===== src/sv/fbpa_pkg.sv =====
`timescale 1ns / 1ps
// ----------------------------------------------------------------------------
// fbpa_pkg
// Shared constants, command and status codes, and sequencer states for the
// fixed-size block pool allocator.
// ----------------------------------------------------------------------------
package fbpa_pkg;

  localparam int unsigned MAX_BLOCKS_DEF = 64;

  // Stream payload widths, packed fields rounded up to whole bytes.
  localparam int unsigned S_TDATA_W = 24;
  localparam int unsigned M_TDATA_W = 24;

  localparam logic [2:0] CMD_INIT    = 3'd0;
  localparam logic [2:0] CMD_ALLOC   = 3'd1;
  localparam logic [2:0] CMD_FREE    = 3'd2;
  localparam logic [2:0] CMD_RELEASE = 3'd3;
  localparam logic [2:0] CMD_FORCE   = 3'd4;

  localparam logic [2:0] ST_OK          = 3'd0;
  localparam logic [2:0] ST_BAD_HANDLE  = 3'd1;
  localparam logic [2:0] ST_NOT_FOUND   = 3'd2;
  localparam logic [2:0] ST_NO_CAPACITY = 3'd3;
  localparam logic [2:0] ST_IN_USE      = 3'd4;

  typedef enum logic [7:0] {
    S_CLEAR    = 8'b0000_0001,
    S_IDLE     = 8'b0000_0010,
    S_SCAN_RD  = 8'b0000_0100,
    S_SCAN_CHK = 8'b0000_1000,
    S_FREE_RD  = 8'b0001_0000,
    S_FREE_CHK = 8'b0010_0000,
    S_APPEND   = 8'b0100_0000,
    S_DONE     = 8'b1000_0000
  } seq_state_t;

endpackage


===== src/sv/fixed_block_pool_allocator_unit.sv =====
`timescale 1ns / 1ps
// ----------------------------------------------------------------------------
// fixed_block_pool_allocator_unit
// Pool allocator for fixed-size blocks named by 1-based handles. The in-use
// flags live in a one-bit RAM that a small sequencer walks one entry at a time.
// ----------------------------------------------------------------------------
//
//   Channel  Dir  Beat contents (low bit first)
//   s_*      in   cmd[2:0], block_request[12:3], handle_in[19:13]
//   m_*      out  status[2:0], handle_out[9:3], total_blocks[16:10],
//                 free_blocks[23:17]
//
// One command is in flight at a time; s_tready is high only when idle.
// Alloc walks the flags from the lowest index up and takes the lowest free
// block, reading each flag through the RAM port; when no block is free it
// appends one if the pool is below MAX_BLOCKS. After reset, the flag RAM is
// swept before the first beat is taken. Init or force release with blocks in
// use sweeps the old pool.
// A finished result waits in the output register while m_tready is low.
// ----------------------------------------------------------------------------
module fixed_block_pool_allocator_unit
  import fbpa_pkg::*;
#(
  parameter int unsigned MAX_BLOCKS = MAX_BLOCKS_DEF
) (
  input  logic                 clk,
  input  logic                 rst,
  input  logic                 s_tvalid,
  output logic                 s_tready,
  // cmd[2:0], block_request[12:3], handle_in[19:13], zero fill
  input  logic [S_TDATA_W-1:0] s_tdata,
  output logic                 m_tvalid,
  input  logic                 m_tready,
  // status[2:0], handle_out[9:3], total_blocks[16:10], free_blocks[23:17]
  output logic [M_TDATA_W-1:0] m_tdata
);

  localparam int unsigned CW = $clog2(MAX_BLOCKS + 1);
  localparam int unsigned AW = (MAX_BLOCKS > 1) ? $clog2(MAX_BLOCKS) : 1;
  localparam int unsigned XW = (CW > 11) ? CW : 11;

  seq_state_t    state;
  logic [CW-1:0] pool_size;
  logic [CW-1:0] used_cnt;
  logic [CW-1:0] idx;
  logic [CW-1:0] clr_end;
  logic          clr_report;
  logic [2:0]    res_status;
  logic [CW-1:0] res_handle;

  logic [2:0]    in_cmd;
  logic [9:0]    in_req;
  logic [6:0]    in_handle;
  logic          accept;
  logic [XW-1:0] req_x;
  logic [XW-1:0] hnd_in_x;
  logic [CW-1:0] init_size;
  logic          init_sat;

  logic          ram_we;
  logic [0:0]    ram_wdata;
  logic [0:0]    ram_rdata;

  logic [XW-1:0] total_x;
  logic [XW-1:0] free_x;
  logic [XW-1:0] hnd_out_x;
  logic          out_free;

  assign in_cmd    = s_tdata[2:0];
  assign in_req    = s_tdata[12:3];
  assign in_handle = s_tdata[19:13];

  assign s_tready = (state == S_IDLE);
  assign accept   = s_tvalid && s_tready;
  assign out_free = !m_tvalid || m_tready;

  assign req_x     = XW'(in_req);
  assign hnd_in_x  = XW'(in_handle);
  assign init_sat  = (req_x > XW'(MAX_BLOCKS));
  assign init_size = init_sat ? CW'(MAX_BLOCKS) : CW'(in_req);

  assign total_x   = XW'(pool_size);
  assign free_x    = XW'(pool_size - used_cnt);
  assign hnd_out_x = XW'(res_handle);

  always_comb begin
    ram_we    = 1'b0;
    ram_wdata = 1'b0;
    unique case (state)
      S_CLEAR: begin
        ram_we = 1'b1;
      end
      S_APPEND: begin
        ram_we    = 1'b1;
        ram_wdata = 1'b1;
      end
      S_SCAN_CHK: begin
        ram_we    = !ram_rdata[0];
        ram_wdata = 1'b1;
      end
      S_FREE_CHK: begin
        ram_we = ram_rdata[0];
      end
      default: begin
        ram_we = 1'b0;
      end
    endcase
  end

  fbpa_ram #(
    .WIDTH (1),
    .DEPTH (MAX_BLOCKS)
  ) u_flags (
    .clk   (clk),
    .we    (ram_we),
    .waddr (idx[AW-1:0]),
    .wdata (ram_wdata),
    .raddr (idx[AW-1:0]),
    .rdata (ram_rdata)
  );

  always_ff @(posedge clk) begin
    if (rst) begin
      state      <= S_CLEAR;
      pool_size  <= '0;
      used_cnt   <= '0;
      idx        <= '0;
      clr_end    <= CW'(MAX_BLOCKS);
      clr_report <= 1'b0;
      m_tvalid   <= 1'b0;
    end else begin
      // A new beat loaded in S_DONE takes the place of the one leaving.
      if (m_tvalid && m_tready && (state != S_DONE)) begin
        m_tvalid <= 1'b0;
      end

      unique case (state)
        S_CLEAR: begin
          idx <= CW'(idx + 1'b1);
          if (CW'(idx + 1'b1) == clr_end) begin
            state <= clr_report ? S_DONE : S_IDLE;
          end
        end

        S_IDLE: begin
          if (accept) begin
            res_handle <= '0;
            case (in_cmd)
              CMD_INIT: begin
                res_status <= init_sat ? ST_NO_CAPACITY : ST_OK;
                pool_size  <= init_size;
                used_cnt   <= '0;
                // Flags of the old pool must be cleared before reuse.
                if (used_cnt != '0) begin
                  idx        <= '0;
                  clr_end    <= pool_size;
                  clr_report <= 1'b1;
                  state      <= S_CLEAR;
                end else begin
                  state <= S_DONE;
                end
              end
              CMD_ALLOC: begin
                if (used_cnt != pool_size) begin
                  res_status <= ST_OK;
                  idx        <= '0;
                  state      <= S_SCAN_RD;
                end else if (pool_size < CW'(MAX_BLOCKS)) begin
                  res_status <= ST_OK;
                  idx        <= pool_size;
                  state      <= S_APPEND;
                end else begin
                  res_status <= ST_NO_CAPACITY;
                  state      <= S_DONE;
                end
              end
              CMD_FREE: begin
                if (hnd_in_x == '0) begin
                  res_status <= ST_BAD_HANDLE;
                  state      <= S_DONE;
                end else if (hnd_in_x > XW'(pool_size)) begin
                  res_status <= ST_NOT_FOUND;
                  state      <= S_DONE;
                end else begin
                  res_status <= ST_OK;
                  idx        <= CW'(hnd_in_x - 1'b1);
                  state      <= S_FREE_RD;
                end
              end
              CMD_RELEASE: begin
                state <= S_DONE;
                if (used_cnt != '0) begin
                  res_status <= ST_IN_USE;
                end else begin
                  res_status <= ST_OK;
                  pool_size  <= '0;
                end
              end
              CMD_FORCE: begin
                res_status <= ST_OK;
                pool_size  <= '0;
                used_cnt   <= '0;
                if (used_cnt != '0) begin
                  idx        <= '0;
                  clr_end    <= pool_size;
                  clr_report <= 1'b1;
                  state      <= S_CLEAR;
                end else begin
                  state <= S_DONE;
                end
              end
              default: begin
                res_status <= ST_OK;
                state      <= S_DONE;
              end
            endcase
          end
        end

        S_SCAN_RD: begin
          state <= S_SCAN_CHK;
        end

        S_SCAN_CHK: begin
          // A free entry below pool_size is known to exist, so the walk ends.
          if (!ram_rdata[0]) begin
            used_cnt   <= CW'(used_cnt + 1'b1);
            res_handle <= CW'(idx + 1'b1);
            state      <= S_DONE;
          end else begin
            idx   <= CW'(idx + 1'b1);
            state <= S_SCAN_RD;
          end
        end

        S_FREE_RD: begin
          state <= S_FREE_CHK;
        end

        S_FREE_CHK: begin
          if (ram_rdata[0]) begin
            used_cnt <= CW'(used_cnt - 1'b1);
          end
          state <= S_DONE;
        end

        S_APPEND: begin
          pool_size  <= CW'(pool_size + 1'b1);
          used_cnt   <= CW'(used_cnt + 1'b1);
          res_handle <= CW'(pool_size + 1'b1);
          state      <= S_DONE;
        end

        S_DONE: begin
          if (out_free) begin
            m_tdata    <= {free_x[6:0], total_x[6:0], hnd_out_x[6:0], res_status};
            m_tvalid   <= 1'b1;
            clr_report <= 1'b0;
            state      <= S_IDLE;
          end
        end

        default: begin
          state <= S_IDLE;
        end
      endcase
    end
  end

endmodule


===== src/sv/fbpa_ram.sv =====
`timescale 1ns / 1ps
// ----------------------------------------------------------------------------
// fbpa_ram
// Generic single-write, single-read RAM with a registered read port.
// ----------------------------------------------------------------------------
module fbpa_ram #(
  parameter int unsigned WIDTH = 1,
  parameter int unsigned DEPTH = 64,
  localparam int unsigned AW = (DEPTH > 1) ? $clog2(DEPTH) : 1
) (
  input  logic             clk,
  input  logic             we,
  input  logic [AW-1:0]    waddr,
  input  logic [WIDTH-1:0] wdata,
  input  logic [AW-1:0]    raddr,
  output logic [WIDTH-1:0] rdata
);

  logic [WIDTH-1:0] mem [DEPTH];

  always_ff @(posedge clk) begin
    if (we) begin
      mem[waddr] <= wdata;
    end
    rdata <= mem[raddr];
  end

endmodule


===== config.mk =====
export PLATFORM = sky130hd
export DESIGN_NAME = fixed_block_pool_allocator_unit
export DESIGN_NICKNAME = d
export VERILOG_FILES = /design/src/sv/fbpa_pkg.sv /design/src/sv/fixed_block_pool_allocator_unit.sv /design/src/sv/fbpa_ram.sv
export SDC_FILE = /design/constraint.sdc
export NUM_CORES = 1
export LEC_CHECK = 0
export ABC_CLOCK_PERIOD_IN_PS = 3800
export BUFFER_PORTS_ARGS = -buffer_cell sky130_fd_sc_hd__clkbuf_2
export CAP_MARGIN = 20
export CORE_MARGIN = 2
export CORE_UTILIZATION = 35
export CTS_BUF_LIST = sky130_fd_sc_hd__clkbuf_4 sky130_fd_sc_hd__clkbuf_8
export DETAILED_ROUTE_END_ITERATION = 12
export PLACE_DENSITY_LB_ADDON = 0.2
export SLEW_MARGIN = 20
export SYNTH_ARGS = -nofsm -noshare
export SYNTH_HDL_FRONTEND = slang
export SYNTH_SLANG_ARGS = --single-unit

===== constraint.sdc =====
create_clock -name clk -period 3.8 [get_ports clk]
set_clock_uncertainty 0.2 [all_clocks]
set_input_delay 0.19 -clock clk [delete_from_list [all_inputs] [get_ports clk]]
set_output_delay 0.19 -clock clk [all_outputs]
set_load 0.05 [all_outputs]

==> impl_metrics.prom <==
# TYPE chip_impl_metric gauge
chip_impl_info{name="outcome",value="finished clean"} 1
chip_impl_metric{name="layout_stage_area_growth_over_the_synthesis_result",unit="%"} 15.8
chip_impl_metric{name="routed_wl_per_cell",unit="um"} 18.0
chip_impl_metric{name="io_pins",unit=""} 54
chip_impl_metric{name="cts_max_level",unit=""} 4
chip_impl_metric{name="worstPathRequired",unit="ns"} 3.99
chip_impl_metric{name="tritoncts.num_buffers",unit=""} 17
chip_impl_metric{name="worst_path_buf_inv",unit=""} 1
chip_impl_info{name="timing.rr.end",value="used_cnt[6]"} 1
chip_impl_metric{name="postSynth.asyncResetShare",unit="%"} 0
chip_impl_info{name="path_cells",value="nor2_1, nand2_2, nor3_4, inv_2, fa_2, a211oi_1, o21ai_0, a21oi_1, xnor2_1, or4_1, a31oi_1"} 1
chip_impl_metric{name="effective_utilization_at_floorplan",unit="%"} 35.9
chip_impl_metric{name="hold_viol",unit=""} 0
chip_impl_metric{name="detailed_place.area",unit="um^2"} 7910
chip_impl_info{name="setup.worst_path.class",value="reg2reg"} 1
chip_impl_info{name="synth.top_cells.by_area",value="edfxtp_1, dfxtp_1, nor2_1, ha_1, mux4_2"} 1
chip_impl_metric{name="worst_supply_voltage_drop_on_vdd",unit="uV"} 208
chip_impl_metric{name="synthDistinctLibCells",unit=""} 83
chip_impl_metric{name="post-route-drc-count",unit=""} 0
chip_impl_metric{name="worst_skew_pair_latency",unit="ns"} 0.46
chip_impl_metric{name="layout.cell_area.non_filler",unit="um^2"} 8470
chip_impl_metric{name="design.die.area",unit="um^2"} 22100
chip_impl_metric{name="timing_max_transition_violations_final",unit=""} 0
chip_impl_info{name="hold_start",value="s_tvalid"} 1
chip_impl_metric{name="syn-cell-area",unit="um^2"} 7310
chip_impl_metric{name="sequential_cell_area",unit="um^2"} 3730
chip_impl_metric{name="fp.dieW",unit="um"} 149
chip_impl_metric{name="ctsLongestPathBuffers",unit=""} 2
chip_impl_metric{name="cts.sink_count",unit=""} 137
chip_impl_metric{name="multi_input_comb_area",unit="um^2"} 3330
chip_impl_metric{name="finalSetupViolations",unit=""} 0
chip_impl_metric{name="number_of_global_route_vias_before_repair",unit=""} 5294
chip_impl_metric{name="buffer_ports.inserted",unit=""} 49
chip_impl_metric{name="ff2ff_setup_slack",unit="ns"} 0.62
chip_impl_metric{name="routed_wl",unit="um"} 18400
chip_impl_metric{name="antenna_found_initial",unit=""} 0
chip_impl_info{name="hold_end",value="state[1]"} 1
chip_impl_info{name="endpoint_kind",value="flip-flop"} 1
chip_impl_metric{name="achievable-frequency",unit="MHz"} 315
chip_impl_metric{name="max_slew_margin",unit="%"} 34.5
chip_impl_metric{name="worst_ep_arrival_time",unit="ns"} 3.37
chip_impl_info{name="unrepaired_setup_endpoints_after_global_routing",value="false"} 1
chip_impl_metric{name="overflow",unit=""} 0
chip_impl_info{name="critical-path-top-delay-family",value="simple AND/OR/NAND/NOR gates"} 1
chip_impl_metric{name="min_period",unit="ns"} 3.18
chip_impl_metric{name="synth_cells",unit=""} 674
chip_impl_info{name="cp_slowest_cell",value="dfxtp_1"} 1
chip_impl_info{name="root_buffer",value="clkbuf_8"} 1
chip_impl_metric{name="clkTransAtPathRegs",unit="ns"} 0.09
chip_impl_metric{name="synth.avg_cell_area",unit="um^2"} 10.9
chip_impl_metric{name="min_delay_path_depth",unit=""} 4
chip_impl_metric{name="antenna-diode-count",unit=""} 0
chip_impl_info{name="holdCritPathClass",value="in2reg"} 1
chip_impl_metric{name="p_leak",unit="nW"} 3.16
chip_impl_metric{name="initialDrtViolationCount",unit=""} 308
chip_impl_metric{name="total_of_flip_flops_plus_latches_after_synthesis",unit=""} 137
chip_impl_metric{name="std_cell_rows",unit=""} 52
chip_impl_metric{name="fin_crit_sh",unit="%"} 83.6
chip_impl_metric{name="synth_largest_type_area_fraction",unit="%"} 40.2
chip_impl_metric{name="worst-path-max-fanout",unit=""} 13
chip_impl_metric{name="grt_start_max_net_pins",unit=""} 66
chip_impl_metric{name="synth_fp_nets",unit=""} 726
chip_impl_metric{name="share_of_the_yosys_chip_area_belonging_to_registers",unit="%"} 50.9
chip_impl_metric{name="core_area",unit="um^2"} 20400
chip_impl_info{name="cts_tree",value="done"} 1
chip_impl_metric{name="max_slew.worst_pin.slew",unit="ns"} 0.976
chip_impl_metric{name="max_stage_delay",unit="ns"} 0.44
chip_impl_metric{name="synth-warning-count",unit=""} 0
chip_impl_metric{name="routed-via-count",unit=""} 5408
chip_impl_metric{name="cellPowerDensity",unit="nW/um^2"} 423
chip_impl_metric{name="drt_pre_antenna_iters",unit=""} 5
chip_impl_info{name="synth_area_leader_cell",value="edfxtp_1"} 1
chip_impl_metric{name="rr_worst_depth",unit=""} 11
chip_impl_metric{name="gpl.final_weighted_congestion",unit=""} 0.865
chip_impl_metric{name="post-dp-hpwl",unit="um"} 12900
chip_impl_metric{name="synth_enable_flop_cells",unit=""} 98
chip_impl_metric{name="number_of_violations_of_the_max_capacitance_limit",unit=""} 0
chip_impl_metric{name="finalSetupTns",unit="ns"} 0
chip_impl_info{name="crit_path_start_kind",value="flip-flop"} 1
chip_impl_metric{name="gr_usage_total",unit="%"} 17.3
chip_impl_info{name="synthFlopType",value="edfxtp_1"} 1
chip_impl_metric{name="final_antenna_net_count",unit=""} 0
chip_impl_metric{name="die_h",unit="um"} 149
chip_impl_info{name="timing.rr.start",value="state[0]"} 1
chip_impl_metric{name="filler_cell_count",unit=""} 1993
chip_impl_metric{name="avgViaCountPerCell",unit=""} 5.29
chip_impl_metric{name="grt_pass1_wl",unit="um"} 29200
chip_impl_metric{name="nets",unit=""} 792
chip_impl_metric{name="layout-drive-gt1-share",unit="%"} 18.3
worst max path at each step:
stage / start / end / slack (ns) / cells after the start
after detailed placement: state[0] / used_cnt[6] / 0.68 / 11
after CTS: state[0] / used_cnt[6] / 0.65 / 11
after global routing: state[0] / used_cnt[6] / 0.43 / 11
final: state[0] / used_cnt[6] / 0.62 / 11
after global placement: state[0] / used_cnt[6] / 0.71 / 11
after floorplan: state[7] / used_cnt[6] / 0.002 / 11
worst min-delay path: stages:
cell,delay (ns)
clkbuf_2,0.15
nor2_1,0.07
a21oi_1,0.15
a21oi_1,0.09
metal layers:
metal  track usage [%]  wire length [um]  vias up
met5                 0                 0        -
met4              6.00               319        0
met3              3.25               745       25
met2              28.9              8840      142
met1              22.6              8490     2608
li1                  -                 -     2633
area by class of cell:
class                      count  share of cell area, %
clock buffer                  17                   2.76
inverter                      37                   1.64
clock inverter                15                   2.42
timing repair buffer          78                   5.82
multi-input combinational    469                   39.4
tap                          270                   3.99
sequential                   137                   44.0
stage by stage:
step / worst slack [ns] / hold WS (ns) / power (W) / util, % / instances
after floorplan: 0.00171 / 0.175 / 0.00209 / - / 674
after global placement: 0.705 / 0.204 / 0.00228 / 38.8 / 979
after detailed placement: 0.683 / 0.205 / 0.00228 / 38.8 / 979
after CTS: 0.652 / 0.0121 / 0.00363 / 41.6 / 1023
after global routing: 0.426 / 0.0809 / 0.00374 / 41.6 / 1023
final: 0.624 / 0.0540 / 0.00359 / 41.6 / 1023
cells in the final DEF, fill, tap and decap left out, types with 7 or more instances in the layout:
master / Yosys / layout
nor3_1: 8 / 8
nand3_1: 22 / 22
nor2_1: 103 / 103
nor2b_1: 9 / 9
and3_1: 7 / 7
dfxtp_1: 39 / 37
o21ai_0: 20 / 20
o211ai_1: 7 / 7
nand2b_1: 9 / 9
clkbuf_2: 1 / 49
buf_4: 2 / 17
xnor2_1: 21 / 21
xor2_1: 14 / 14
a22oi_1: 7 / 7
dlygate4sd3_1: 0 / 12
clkbuf_8: 0 / 17
ha_1: 22 / 21
edfxtp_1: 98 / 98
mux4_2: 9 / 9
a21o_1: 10 / 10
nand2_1: 32 / 31
a21oi_1: 29 / 29
nand4_1: 7 / 7
mux2i_1: 15 / 15
inv_1: 36 / 35
a221oi_1: 9 / 9
sequential cells by signal, indices dropped and copies added (netlist names):
signal	cells
clr_end	7
clr_report	1
idx	7
m_tdata	24
m_tvalid	1
pool_size	7
res_handle	7
res_status	3
state	8
u_flags.mem	64
u_flags.rdata	1
used_cnt	7
what timing repair did:
item	4_1_cts	5_1_grt
hold buffers	12	0
buffers inserted	0	0
endpoints found under the hold margin	16	0
resized for setup	0	0
synthesized netlist by cell type, drive strengths merged (13+ instances only):
cell,n
inv,36
dfxtp,39
xor2,14
nor2,103
mux2i,15
o21ai,23
nand3,22
xnor2,21
nand2,32
buf,13
ha,22
clkbuf,18
edfxtp,98
a21oi,29
kinds of logic after synthesis:
| kind of cell | after synthesis | share of synthesized area, % |
|---|---|---|
| multiplexers | 27 | 5.29 |
| buffers and inverters | 68 | 3.80 |
| flip-flops | 137 | 50.9 |
| AND/OR/NAND/NOR | 242 | 16.9 |
| XOR/XNOR | 37 | 4.82 |
| adder cells (fa/ha/maj) | 24 | 4.31 |
| AO/OA/AOI/OAI | 139 | 14.0 |
power by group:
part | leakage [nW] | switching (W) | internal (W) | total [W]
sequential | 1.30 | 0.0000671 | 0.00162 | 0.00169
clock | 0.221 | 0.000652 | 0.000677 | 0.00133
combinational | 1.63 | 0.000351 | 0.000221 | 0.000571
Power figures use the tool's default switching activity.
